`config.mk`:
```
export PLATFORM = sky130hd
export DESIGN_NAME = matrix_determinant_flat
export DESIGN_NICKNAME = d
export VERILOG_FILES = /design/src/dmat_pkg.sv /design/src/dmat_if.sv /design/src/dmat_store.sv /design/src/dmat_mac.sv /design/src/dmat_ctrl.sv /design/src/matrix_determinant.sv /design/src/flat_wrapper.sv
export SDC_FILE = /design/constraint.sdc
export NUM_CORES = 2
export LEC_CHECK = 0
export BUFFER_PORTS_ARGS = -buffer_cell sky130_fd_sc_hd__buf_4
export CORE_UTILIZATION = 45
export DETAILED_ROUTE_END_ITERATION = 6
export PLACE_DENSITY_LB_ADDON = 0.15
export SYNTH_ARGS = -nofsm -noshare
export SYNTH_HDL_FRONTEND = slang
export SYNTH_HIERARCHICAL = 1
export SYNTH_SLANG_ARGS = --single-unit
```
`constraint.sdc`:
```
create_clock -name clk -period 8.7 [get_ports clk]
set_input_delay 1.74 -clock clk [delete_from_list [all_inputs] [get_ports clk]]
set_output_delay 1.74 -clock clk [all_outputs]
set_load 0.05 [all_outputs]
```
`src/dmat_pkg.sv`:
```
// ----------------------------------------------------------------------------
// dmat_pkg: shared types and constants for the matrix determinant block
// Field widths, sequencer states, datapath control and the permutation table
// used to walk the terms of the determinant.
// ----------------------------------------------------------------------------
package dmat_pkg;

  localparam int ELEM_W  = 12;  // matrix element width
  localparam int DET_W   = 50;  // determinant width
  localparam int DIM_W   = 3;   // dimension register width
  localparam int PART_W  = 36;  // partial product of up to three elements
  localparam int PROD_W  = 48;  // product of four elements
  localparam int TBL_DIM = 4;   // size the permutation table is built for
  localparam int ROW_W   = 2;   // row / column index into the table
  localparam int PERM_W  = 5;   // index over the 24 permutations

  localparam logic [PERM_W-1:0] PERM_LAST = PERM_W'(23);

  typedef logic signed [ELEM_W-1:0] elem_t;
  typedef logic signed [DET_W-1:0]  det_t;
  typedef logic [DIM_W-1:0]         dim_t;
  typedef logic [PERM_W-1:0]        perm_idx_t;
  typedef logic [ROW_W-1:0]         row_t;

  // sequencer states
  typedef enum logic [2:0] {
    ST_LOAD,
    ST_SCAN,
    ST_MUL,
    ST_ACC,
    ST_DONE
  } dmat_state_t;

  // controls from the sequencer to the multiply-accumulate unit
  typedef struct packed {
    logic clr;     // clear accumulator
    logic load;    // first factor of a term
    logic mul;     // multiply running product by next factor
    logic acc;     // add finished term to accumulator
    logic neg;     // term has odd permutation sign
    logic out_ld;  // capture determinant into output register
  } dmat_mac_ctl_t;

  // column chosen for each row, row 0 in bits [1:0]; lexicographic order
  function automatic logic [2*TBL_DIM-1:0] perm_cols(perm_idx_t idx);
    logic [2*TBL_DIM-1:0] cols;
    unique case (idx)
      5'd0:    cols = 8'hE4;
      5'd1:    cols = 8'hB4;
      5'd2:    cols = 8'hD8;
      5'd3:    cols = 8'h78;
      5'd4:    cols = 8'h9C;
      5'd5:    cols = 8'h6C;
      5'd6:    cols = 8'hE1;
      5'd7:    cols = 8'hB1;
      5'd8:    cols = 8'hC9;
      5'd9:    cols = 8'h39;
      5'd10:   cols = 8'h8D;
      5'd11:   cols = 8'h2D;
      5'd12:   cols = 8'hD2;
      5'd13:   cols = 8'h72;
      5'd14:   cols = 8'hC6;
      5'd15:   cols = 8'h36;
      5'd16:   cols = 8'h4E;
      5'd17:   cols = 8'h1E;
      5'd18:   cols = 8'h93;
      5'd19:   cols = 8'h63;
      5'd20:   cols = 8'h87;
      5'd21:   cols = 8'h27;
      5'd22:   cols = 8'h4B;
      5'd23:   cols = 8'h1B;
      default: cols = 8'hE4;
    endcase
    return cols;
  endfunction

  // lexicographic permutation parity runs even, odd, odd, even
  function automatic logic perm_odd(perm_idx_t idx);
    return idx[0] ^ idx[1];
  endfunction

endpackage

```
`src/dmat_if.sv`:
```
// ----------------------------------------------------------------------------
// dmat_if: valid/ready channels of the matrix determinant block
// Element input, determinant output and dimension configuration.
// ----------------------------------------------------------------------------
interface dmat_in_if import dmat_pkg::*; ();
  logic  valid;
  logic  ready;
  elem_t element;

  modport source (output valid, output element, input ready);
  modport sink   (input valid, input element, output ready);
endinterface

interface dmat_out_if import dmat_pkg::*; ();
  logic valid;
  logic ready;
  det_t determinant;

  modport source (output valid, output determinant, input ready);
  modport sink   (input valid, input determinant, output ready);
endinterface

interface dmat_cfg_if import dmat_pkg::*; ();
  logic valid;
  logic ready;
  dim_t dimension;

  modport source (output valid, output dimension, input ready);
  modport sink   (input valid, input dimension, output ready);
endinterface

```
`src/dmat_store.sv`:
```
// ----------------------------------------------------------------------------
// dmat_store: matrix element memory
// One write port for loading, one read port with registered data.
// ----------------------------------------------------------------------------
module dmat_store import dmat_pkg::*; #(
  parameter int DEPTH  = 16,
  parameter int ADDR_W = 4
) (
  input  logic              clk,
  input  logic              wr_en,
  input  logic [ADDR_W-1:0] wr_addr,
  input  elem_t             wr_data,
  input  logic [ADDR_W-1:0] rd_addr,
  output elem_t             rd_data
);

  elem_t mem [DEPTH];
  elem_t rd_data_r;

  // write on load beats
  always_ff @(posedge clk) begin
    if (wr_en) begin
      mem[wr_addr] <= wr_data;
    end
  end

  // registered read
  always_ff @(posedge clk) begin
    rd_data_r <= mem[rd_addr];
  end

  assign rd_data = rd_data_r;

endmodule

```
`src/dmat_mac.sv`:
```
// ----------------------------------------------------------------------------
// dmat_mac: shared multiply-accumulate unit
// Builds each permutation term one factor per cycle and sums signed terms.
// ----------------------------------------------------------------------------
module dmat_mac import dmat_pkg::*; (
  input  logic          clk,
  input  dmat_mac_ctl_t ctl,
  input  elem_t         rd_data,
  output det_t          determinant
);

  logic signed [PROD_W-1:0] prod_r;
  logic signed [PROD_W-1:0] mul_res;
  logic signed [PART_W-1:0] part;
  det_t                     prod_ext;
  det_t                     addend;
  det_t                     acc_r;
  det_t                     out_r;

  // running product times next factor
  assign part    = $signed(prod_r[PART_W-1:0]);
  assign mul_res = part * rd_data;

  // signed term to add
  assign prod_ext = {{(DET_W-PROD_W){prod_r[PROD_W-1]}}, prod_r};
  assign addend   = ctl.neg ? -prod_ext : prod_ext;

  // product register
  always_ff @(posedge clk) begin
    if (ctl.load) begin
      prod_r <= {{(PROD_W-ELEM_W){rd_data[ELEM_W-1]}}, rd_data};
    end else if (ctl.mul) begin
      prod_r <= mul_res;
    end
  end

  // accumulator and output register
  always_ff @(posedge clk) begin
    if (ctl.clr) begin
      acc_r <= '0;
    end else if (ctl.acc) begin
      acc_r <= acc_r + addend;
    end
    if (ctl.out_ld) begin
      out_r <= acc_r;
    end
  end

  assign determinant = out_r;

endmodule

```
`src/dmat_ctrl.sv`:
```
// ----------------------------------------------------------------------------
// dmat_ctrl: load counter and term sequencer
// Loads elements row-major, then walks every permutation term, fetching one
// factor per cycle and steering the multiply-accumulate unit.
// ----------------------------------------------------------------------------
module dmat_ctrl import dmat_pkg::*; #(
  parameter int MAX_DIM = 4,
  parameter int ADDR_W  = 4
) (
  input  logic              clk,
  input  logic              rst_n,
  input  logic              in_valid,
  output logic              in_ready,
  input  logic              cfg_valid,
  input  dim_t              cfg_dimension,
  output logic              out_valid,
  input  logic              out_ready,
  output logic              wr_en,
  output logic [ADDR_W-1:0] wr_addr,
  output logic [ADDR_W-1:0] rd_addr,
  output dmat_mac_ctl_t     mac_ctl
);

  localparam int TOT_W = $clog2(MAX_DIM * MAX_DIM + 1);

  dmat_state_t          state_r, state_nxt;
  dim_t                 n_r;
  logic [ADDR_W-1:0]    count_r;
  perm_idx_t            perm_r;
  row_t                 row_r;
  logic [ADDR_W-1:0]    base_r;
  logic                 out_valid_r;

  logic [2*DIM_W-1:0]   n_sq;
  logic [TOT_W-1:0]     total;
  logic [TOT_W-1:0]     cnt_inc;
  logic                 last_elem;
  logic                 in_acc;
  logic                 out_acc;
  logic [2*TBL_DIM-1:0] cols;
  logic                 perm_ok;
  logic                 last_row;
  row_t                 next_row;

  // clamp a written dimension to 1..MAX_DIM
  function automatic dim_t clamp_dim(dim_t d);
    dim_t r;
    if (d == '0) begin
      r = DIM_W'(1);
    end else if (d > DIM_W'(MAX_DIM)) begin
      r = DIM_W'(MAX_DIM);
    end else begin
      r = d;
    end
    return r;
  endfunction

  // element count bookkeeping
  assign n_sq      = {{DIM_W{1'b0}}, n_r} * {{DIM_W{1'b0}}, n_r};
  assign total     = n_sq[TOT_W-1:0];
  assign cnt_inc   = TOT_W'(count_r) + TOT_W'(1);
  assign last_elem = (cnt_inc == total);
  assign in_acc    = in_valid && in_ready;
  assign out_acc   = out_valid_r && out_ready;

  // a table term counts only if rows past the dimension stay on the diagonal
  assign cols = perm_cols(perm_r);
  always_comb begin
    perm_ok = 1'b1;
    for (int r = 0; r < TBL_DIM; r++) begin
      if ((DIM_W'(r) >= n_r) && (cols[2*r +: 2] != ROW_W'(r))) begin
        perm_ok = 1'b0;
      end
    end
  end

  assign last_row = ((DIM_W'(row_r) + DIM_W'(1)) == n_r);
  assign next_row = row_r + ROW_W'(1);

  // next state
  always_comb begin
    state_nxt = state_r;
    unique case (state_r)
      ST_LOAD: begin
        if (in_acc && last_elem) begin
          state_nxt = ST_SCAN;
        end
      end
      ST_SCAN: begin
        priority if (perm_ok) begin
          state_nxt = ST_MUL;
        end else if (perm_r == PERM_LAST) begin
          state_nxt = ST_DONE;
        end
      end
      ST_MUL: begin
        if (last_row) begin
          state_nxt = ST_ACC;
        end
      end
      ST_ACC: begin
        state_nxt = (perm_r == PERM_LAST) ? ST_DONE : ST_SCAN;
      end
      ST_DONE: begin
        if (!out_valid_r || out_ready) begin
          state_nxt = ST_LOAD;
        end
      end
      default: state_nxt = ST_LOAD;
    endcase
  end

  // outputs
  always_comb begin
    in_ready       = 1'b0;
    rd_addr        = ADDR_W'(cols[1:0]);
    mac_ctl        = '0;
    mac_ctl.neg    = perm_odd(perm_r);
    unique case (state_r)
      ST_LOAD: begin
        in_ready    = !cfg_valid;
        mac_ctl.clr = in_valid && !cfg_valid && last_elem;
      end
      ST_SCAN: begin
        rd_addr = ADDR_W'(cols[1:0]);
      end
      ST_MUL: begin
        rd_addr      = base_r + ADDR_W'(cols[2*next_row +: 2]);
        mac_ctl.load = (row_r == '0);
        mac_ctl.mul  = (row_r != '0);
      end
      ST_ACC: begin
        mac_ctl.acc = 1'b1;
      end
      ST_DONE: begin
        mac_ctl.out_ld = !out_valid_r || out_ready;
      end
      default: begin
        in_ready = 1'b0;
      end
    endcase
  end

  assign wr_en     = in_acc;
  assign wr_addr   = count_r;
  assign out_valid = out_valid_r;

  // registers
  always_ff @(posedge clk) begin
    if (!rst_n) begin
      state_r     <= ST_LOAD;
      n_r         <= DIM_W'(MAX_DIM);
      count_r     <= '0;
      perm_r      <= '0;
      row_r       <= '0;
      base_r      <= '0;
      out_valid_r <= 1'b0;
    end else begin
      state_r <= state_nxt;

      // dimension write restarts loading
      if (cfg_valid) begin
        n_r     <= clamp_dim(cfg_dimension);
        count_r <= '0;
      end else if (in_acc) begin
        count_r <= last_elem ? '0 : count_r + ADDR_W'(1);
      end

      // term walk
      unique case (state_r)
        ST_LOAD: begin
          perm_r <= '0;
        end
        ST_SCAN: begin
          row_r  <= '0;
          base_r <= ADDR_W'(n_r);
          if (!perm_ok) begin
            perm_r <= perm_r + PERM_W'(1);
          end
        end
        ST_MUL: begin
          row_r  <= next_row;
          base_r <= base_r + ADDR_W'(n_r);
        end
        ST_ACC: begin
          perm_r <= perm_r + PERM_W'(1);
        end
        ST_DONE: begin
          perm_r <= '0;
        end
        default: begin
          perm_r <= '0;
        end
      endcase

      // result beat pending
      if (mac_ctl.out_ld) begin
        out_valid_r <= 1'b1;
      end else if (out_acc) begin
        out_valid_r <= 1'b0;
      end
    end
  end

`ifndef ASSERT_OFF
  // load position stays inside the current matrix
  a_count_range: assert property (@(posedge clk) disable iff (!rst_n)
    (state_r == ST_LOAD) |-> (TOT_W'(count_r) < total))
    else $error("load count beyond matrix size");

  // term index never runs past the table while terms are walked
  a_perm_range: assert property (@(posedge clk) disable iff (!rst_n)
    (state_r == ST_SCAN || state_r == ST_MUL || state_r == ST_ACC) |->
      (perm_r <= PERM_LAST))
    else $error("permutation index out of range");

  // last factor of a term is always followed by its accumulation
  a_mul_to_acc: assert property (@(posedge clk) disable iff (!rst_n)
    (state_r == ST_MUL && last_row) |=> (state_r == ST_ACC))
    else $error("term not accumulated after last factor");

  // output register only reloaded when the previous result is gone
  a_out_free: assert property (@(posedge clk) disable iff (!rst_n)
    mac_ctl.out_ld |-> (!out_valid_r || out_ready))
    else $error("pending result overwritten");
`endif

endmodule

```
`src/matrix_determinant.sv`:
```
// ----------------------------------------------------------------------------
// matrix_determinant: exact determinant of a square integer matrix
// Loads elements row-major and sums all signed permutation terms with one
// shared multiplier.
// ----------------------------------------------------------------------------
// Elements of an n x n matrix (n from the dimension register, clamped to
// 1..MAX_DIM) are taken one beat per cycle in row-major order while no
// dimension write is offered. After the last element the block stops taking
// input and walks the 24 entries of a permutation table, checking each
// entry; each of the n! entries that belong to an n x n matrix then has its
// first factor loaded, each further factor multiplied in through the single
// 36x12 multiplier, and its term added. The determinant then sits in an
// output register while the next matrix loads. A write of the dimension
// restarts loading at row 0.
module matrix_determinant import dmat_pkg::*; #(
  parameter int MAX_DIM = 4
) (
  input  logic              clk,
  input  logic              rst_n,
  dmat_in_if.sink           in_ch,
  dmat_out_if.source        out_ch,
  dmat_cfg_if.sink          cfg_ch
);

  localparam int DEPTH  = MAX_DIM * MAX_DIM;
  localparam int ADDR_W = $clog2(DEPTH);

  logic              wr_en;
  logic [ADDR_W-1:0] wr_addr;
  logic [ADDR_W-1:0] rd_addr;
  elem_t             rd_data;
  dmat_mac_ctl_t     mac_ctl;

  // configuration is always taken
  assign cfg_ch.ready = 1'b1;

  // sequencer
  dmat_ctrl #(
    .MAX_DIM (MAX_DIM),
    .ADDR_W  (ADDR_W)
  ) u_ctrl (
    .clk           (clk),
    .rst_n         (rst_n),
    .in_valid      (in_ch.valid),
    .in_ready      (in_ch.ready),
    .cfg_valid     (cfg_ch.valid),
    .cfg_dimension (cfg_ch.dimension),
    .out_valid     (out_ch.valid),
    .out_ready     (out_ch.ready),
    .wr_en         (wr_en),
    .wr_addr       (wr_addr),
    .rd_addr       (rd_addr),
    .mac_ctl       (mac_ctl)
  );

  // element memory
  dmat_store #(
    .DEPTH  (DEPTH),
    .ADDR_W (ADDR_W)
  ) u_store (
    .clk     (clk),
    .wr_en   (wr_en),
    .wr_addr (wr_addr),
    .wr_data (in_ch.element),
    .rd_addr (rd_addr),
    .rd_data (rd_data)
  );

  // multiply-accumulate
  dmat_mac u_mac (
    .clk         (clk),
    .ctl         (mac_ctl),
    .rd_data     (rd_data),
    .determinant (out_ch.determinant)
  );

endmodule

```
`src/flat_wrapper.sv`:
```
// flat-port wrapper written by rule: the top's interface ports become plain ports
module matrix_determinant_flat import dmat_pkg::*;
#(
  parameter int MAX_DIM = 4
)
  (clk, rst_n, in_ch_valid, in_ch_element, in_ch_ready, out_ch_valid, out_ch_determinant, out_ch_ready, cfg_ch_valid, cfg_ch_dimension, cfg_ch_ready);
  dmat_in_if in_ch_i ();
  dmat_out_if out_ch_i ();
  dmat_cfg_if cfg_ch_i ();
  input  logic clk;
  input  logic rst_n;
  input wire logic [$bits(in_ch_i.valid)-1:0] in_ch_valid;
  input wire logic [$bits(in_ch_i.element)-1:0] in_ch_element;
  output wire logic [$bits(in_ch_i.ready)-1:0] in_ch_ready;
  output wire logic [$bits(out_ch_i.valid)-1:0] out_ch_valid;
  output wire logic [$bits(out_ch_i.determinant)-1:0] out_ch_determinant;
  input wire logic [$bits(out_ch_i.ready)-1:0] out_ch_ready;
  input wire logic [$bits(cfg_ch_i.valid)-1:0] cfg_ch_valid;
  input wire logic [$bits(cfg_ch_i.dimension)-1:0] cfg_ch_dimension;
  output wire logic [$bits(cfg_ch_i.ready)-1:0] cfg_ch_ready;
  assign in_ch_i.valid = in_ch_valid;
  assign in_ch_i.element = in_ch_element;
  assign in_ch_ready = in_ch_i.ready;
  assign out_ch_valid = out_ch_i.valid;
  assign out_ch_determinant = out_ch_i.determinant;
  assign out_ch_i.ready = out_ch_ready;
  assign cfg_ch_i.valid = cfg_ch_valid;
  assign cfg_ch_i.dimension = cfg_ch_dimension;
  assign cfg_ch_ready = cfg_ch_i.ready;
  matrix_determinant #(.MAX_DIM(MAX_DIM)) u_core (.clk(clk), .rst_n(rst_n), .in_ch(in_ch_i), .out_ch(out_ch_i), .cfg_ch(cfg_ch_i));
endmodule
```
==> out/qor.csv <==
metric,value,unit
grt_pass1_wl,132.9,mm
clkTransAtPathRegs,0.06,ns
placement.io_buffers,71,
required,9.07,ns
crit_buf_inv,6,
antenna_found_initial,1,
syn2layout_area_growth,8.903,%
layout_setup_ws,1.399,ns
clock-sinks,382,
via_per_inst,5.508,
fp.coreArea,71980,µm²
post-route-min-period,7.301,ns
wl_per_cell,19.97,µm
cts_resized,0,
synth_top_area_cell,edfxtp_1,
worst-r2r-cell-count,23,
grt_usage,0.2278,
synth_edf_count,290,
worstHoldPathCells,0,
drive_gt1_frac,0.08772,
synth_top_area_share,0.2645,
synth_most_common_cell,inv_1,
route.detailed.drc,0,
syn_nets,3696,
n_antenna_cell,0,
clockRootBuffer,clkbuf_16,
dp_hpwl,61.36,mm
syn_avg_cell_area,10.53,µm²
status,finished clean,
ys_types,92,
ys.flop_type,edfxtp_1,
setup_tns,0,ns
cts_buffers,44,
mappedNetlistArea,32930,µm²
io_pins,73,
wl,82.27,mm
insertion_delay,0.61,ns
async_reset_ff_frac,0,
netlist_top_cells_area,"edfxtp_1, fa_1, ha_1",
rows,98,
gp_congestion,0.9132,
crit_chain,buf_4 > nand2_1 > fa_1 > inv_1 > ha_1 > inv_1 > fa_1 > inv_1 > fa_1 > inv_1 > fa_1 > inv_1 > ha_1 > a21oi_1 > nand2_1 > o211ai_1 > a21oi_1 > a211o_1 > a311o_1 > a21oi_1 > a2111oi_0 > or3_1 > a31o_2,
grt_max_degree,62,
ant_nets,0,
drv_cap,0,
holdBufCountCts,0,
worstPathArrival,7.67,ns
layout.area.seq,10550,µm²
rsz0062_at_grt,no,
clock_path_buffers,3,
hp-class,reg2reg,
placed_area,34380,µm²
ys_warn_count,6,
ys_seq_area_frac,0.3204,
clock_skew,0.06887,ns
max_stage_delay,1.03,ns
num_vias,22690,
die_h,272.5,µm
crit_type,reg2reg,
stdcell_area,35860,µm²
ys_top_cells_by_count,"inv_1, nand2_1, fa_1",
synthCells,3126,
endpoint_kind,flip-flop,
die_w,272.5,µm
fill_cells,6574,
max_freq,137.0,MHz
h-tree-depth,2,
drt_first_pass_iters,5,
crit_path_start_kind,flip-flop,
critPathSlowestCell,dfxtp_1,
post-cts-setup-buffer-count,0,
overflow,0,
grt_pass1_vias,23850,
setup_viol,0,
max-slew-margin-rel,0.1572,
nets,3703,
fin_crit_sh,0.8392,
cts_tree,done,
tightestPinTransition,1.260,ns
drt_iter0_markers,1523,
worst_path_most_repeated_cell,inv_1,
place_ws,1.399,ns
slew_viol_final,0,
hold_violations,0,
multiInputGateArea,19960,µm²
critPathTopFamily,adder cells,
die_area,74260,µm²
crit_fanout,19,
synth_seq_cells,382,
cp.depth,23,
initial_utilization,0.4575,
==> metal layers <==
metal | global-route usage | share of wire
met1 | 0.3119 | 0.44
met2 | 0.3823 | 0.49
met3 | 0.02741 | 0.048
met4 | 0.06195 | 0.025
met5 | 0 | 0
==> registers in the layout (all words and copies together) (netlist names) <==
name / flops
u_core/u_mac/acc_r: 50
u_core/u_mac/prod_r: 48
u_core/u_store/mem: 192
u_core/u_ctrl/wr_addr: 4
u_core/u_ctrl/out_valid: 1
u_core/u_ctrl/row_r: 2
u_core/u_ctrl/n_r: 3
u_core/u_mac/determinant: 50
u_core/u_ctrl/base_r: 4
u_core/u_ctrl/cols: 8
u_core/u_ctrl/state_r: 3
u_core/u_store/rd_data: 12
u_core/u_ctrl/perm_r: 5
==> logic make-up after synthesis <==
group,synth area share
buffers and inverters,0.07497
adders and majority gates,0.2958
other,0.0001139
AOI/OAI and AO/OA,0.09712
DFF,0.3204
xor gates and xnor gates,0.03777
muxes,0.05171
and+or+nand+nor,0.1221
==> per-stage QoR <==
stage	utilization	cells	hold WS (ns)
finish	0.4982	4119	0.4678
detailed placement	0.4777	4037	0.4588
global placement	0.4777	4037	0.4587
global route	0.4982	4119	0.4858
CTS	0.4982	4119	0.4760
floorplan	-	3126	0.4314
==> cells in the final DEF (no fill, tap or decap), types with 10 or more instances in the layout <==
cell type	instances
xnor2_1	107
nand2b_1	25
o31ai_1	29
or3_1	18
o21a_1	13
a22oi_1	28
nor2_1	140
nor3_1	10
inv_1	476
clkbuf_16	45
nand4_1	13
ha_1	169
or4_1	10
nor4_1	11
mux2i_1	43
mux4_1	15
fa_1	381
mux4_2	35
a211oi_1	26
o21ai_0	87
a21o_1	64
nor2b_1	19
o21bai_1	14
nand3_1	31
xor2_1	35
and2_1	105
dfxtp_1	92
edfxtp_1	290
nand2_1	395
and3_1	17
o211ai_1	17
o41ai_1	11
a31oi_1	21
buf_4	118
a21oi_1	92
==> path summary, 6_finish.rpt <==
| path | start | slack [ns] | to |
|---|---|---|---|
| min reg2reg | u_core/u_mac/acc_r[45]$_SDFFE_PP0P_ | 0.47 | u_core/u_mac/determinant[45]$_DFFE_PP_ |
| min | u_core/u_mac/acc_r[45]$_SDFFE_PP0P_ | 0.47 | u_core/u_mac/determinant[45]$_DFFE_PP_ |
| max reg2reg | u_core/u_store/rd_data[0]$_DFF_P_ | 1.40 | u_core/u_mac/prod_r[42]$_DFFE_PP_ |
| max | u_core/u_store/rd_data[0]$_DFF_P_ | 1.40 | u_core/u_mac/prod_r[42]$_DFFE_PP_ |
==> final cells by class <==
type,count,share of cell area
inverters,479,0.05021
flip-flops and latches,382,0.2942
repair buffers,118,0.02470
clock buffers,50,0.03220
multi-input cells,2108,0.5566
clock inverters,32,0.008967
well taps,950,0.03315
Power is left out: the tool's default activity adds up to more than one toggle a clock period on the data nets, which glitch-free logic cannot reach.
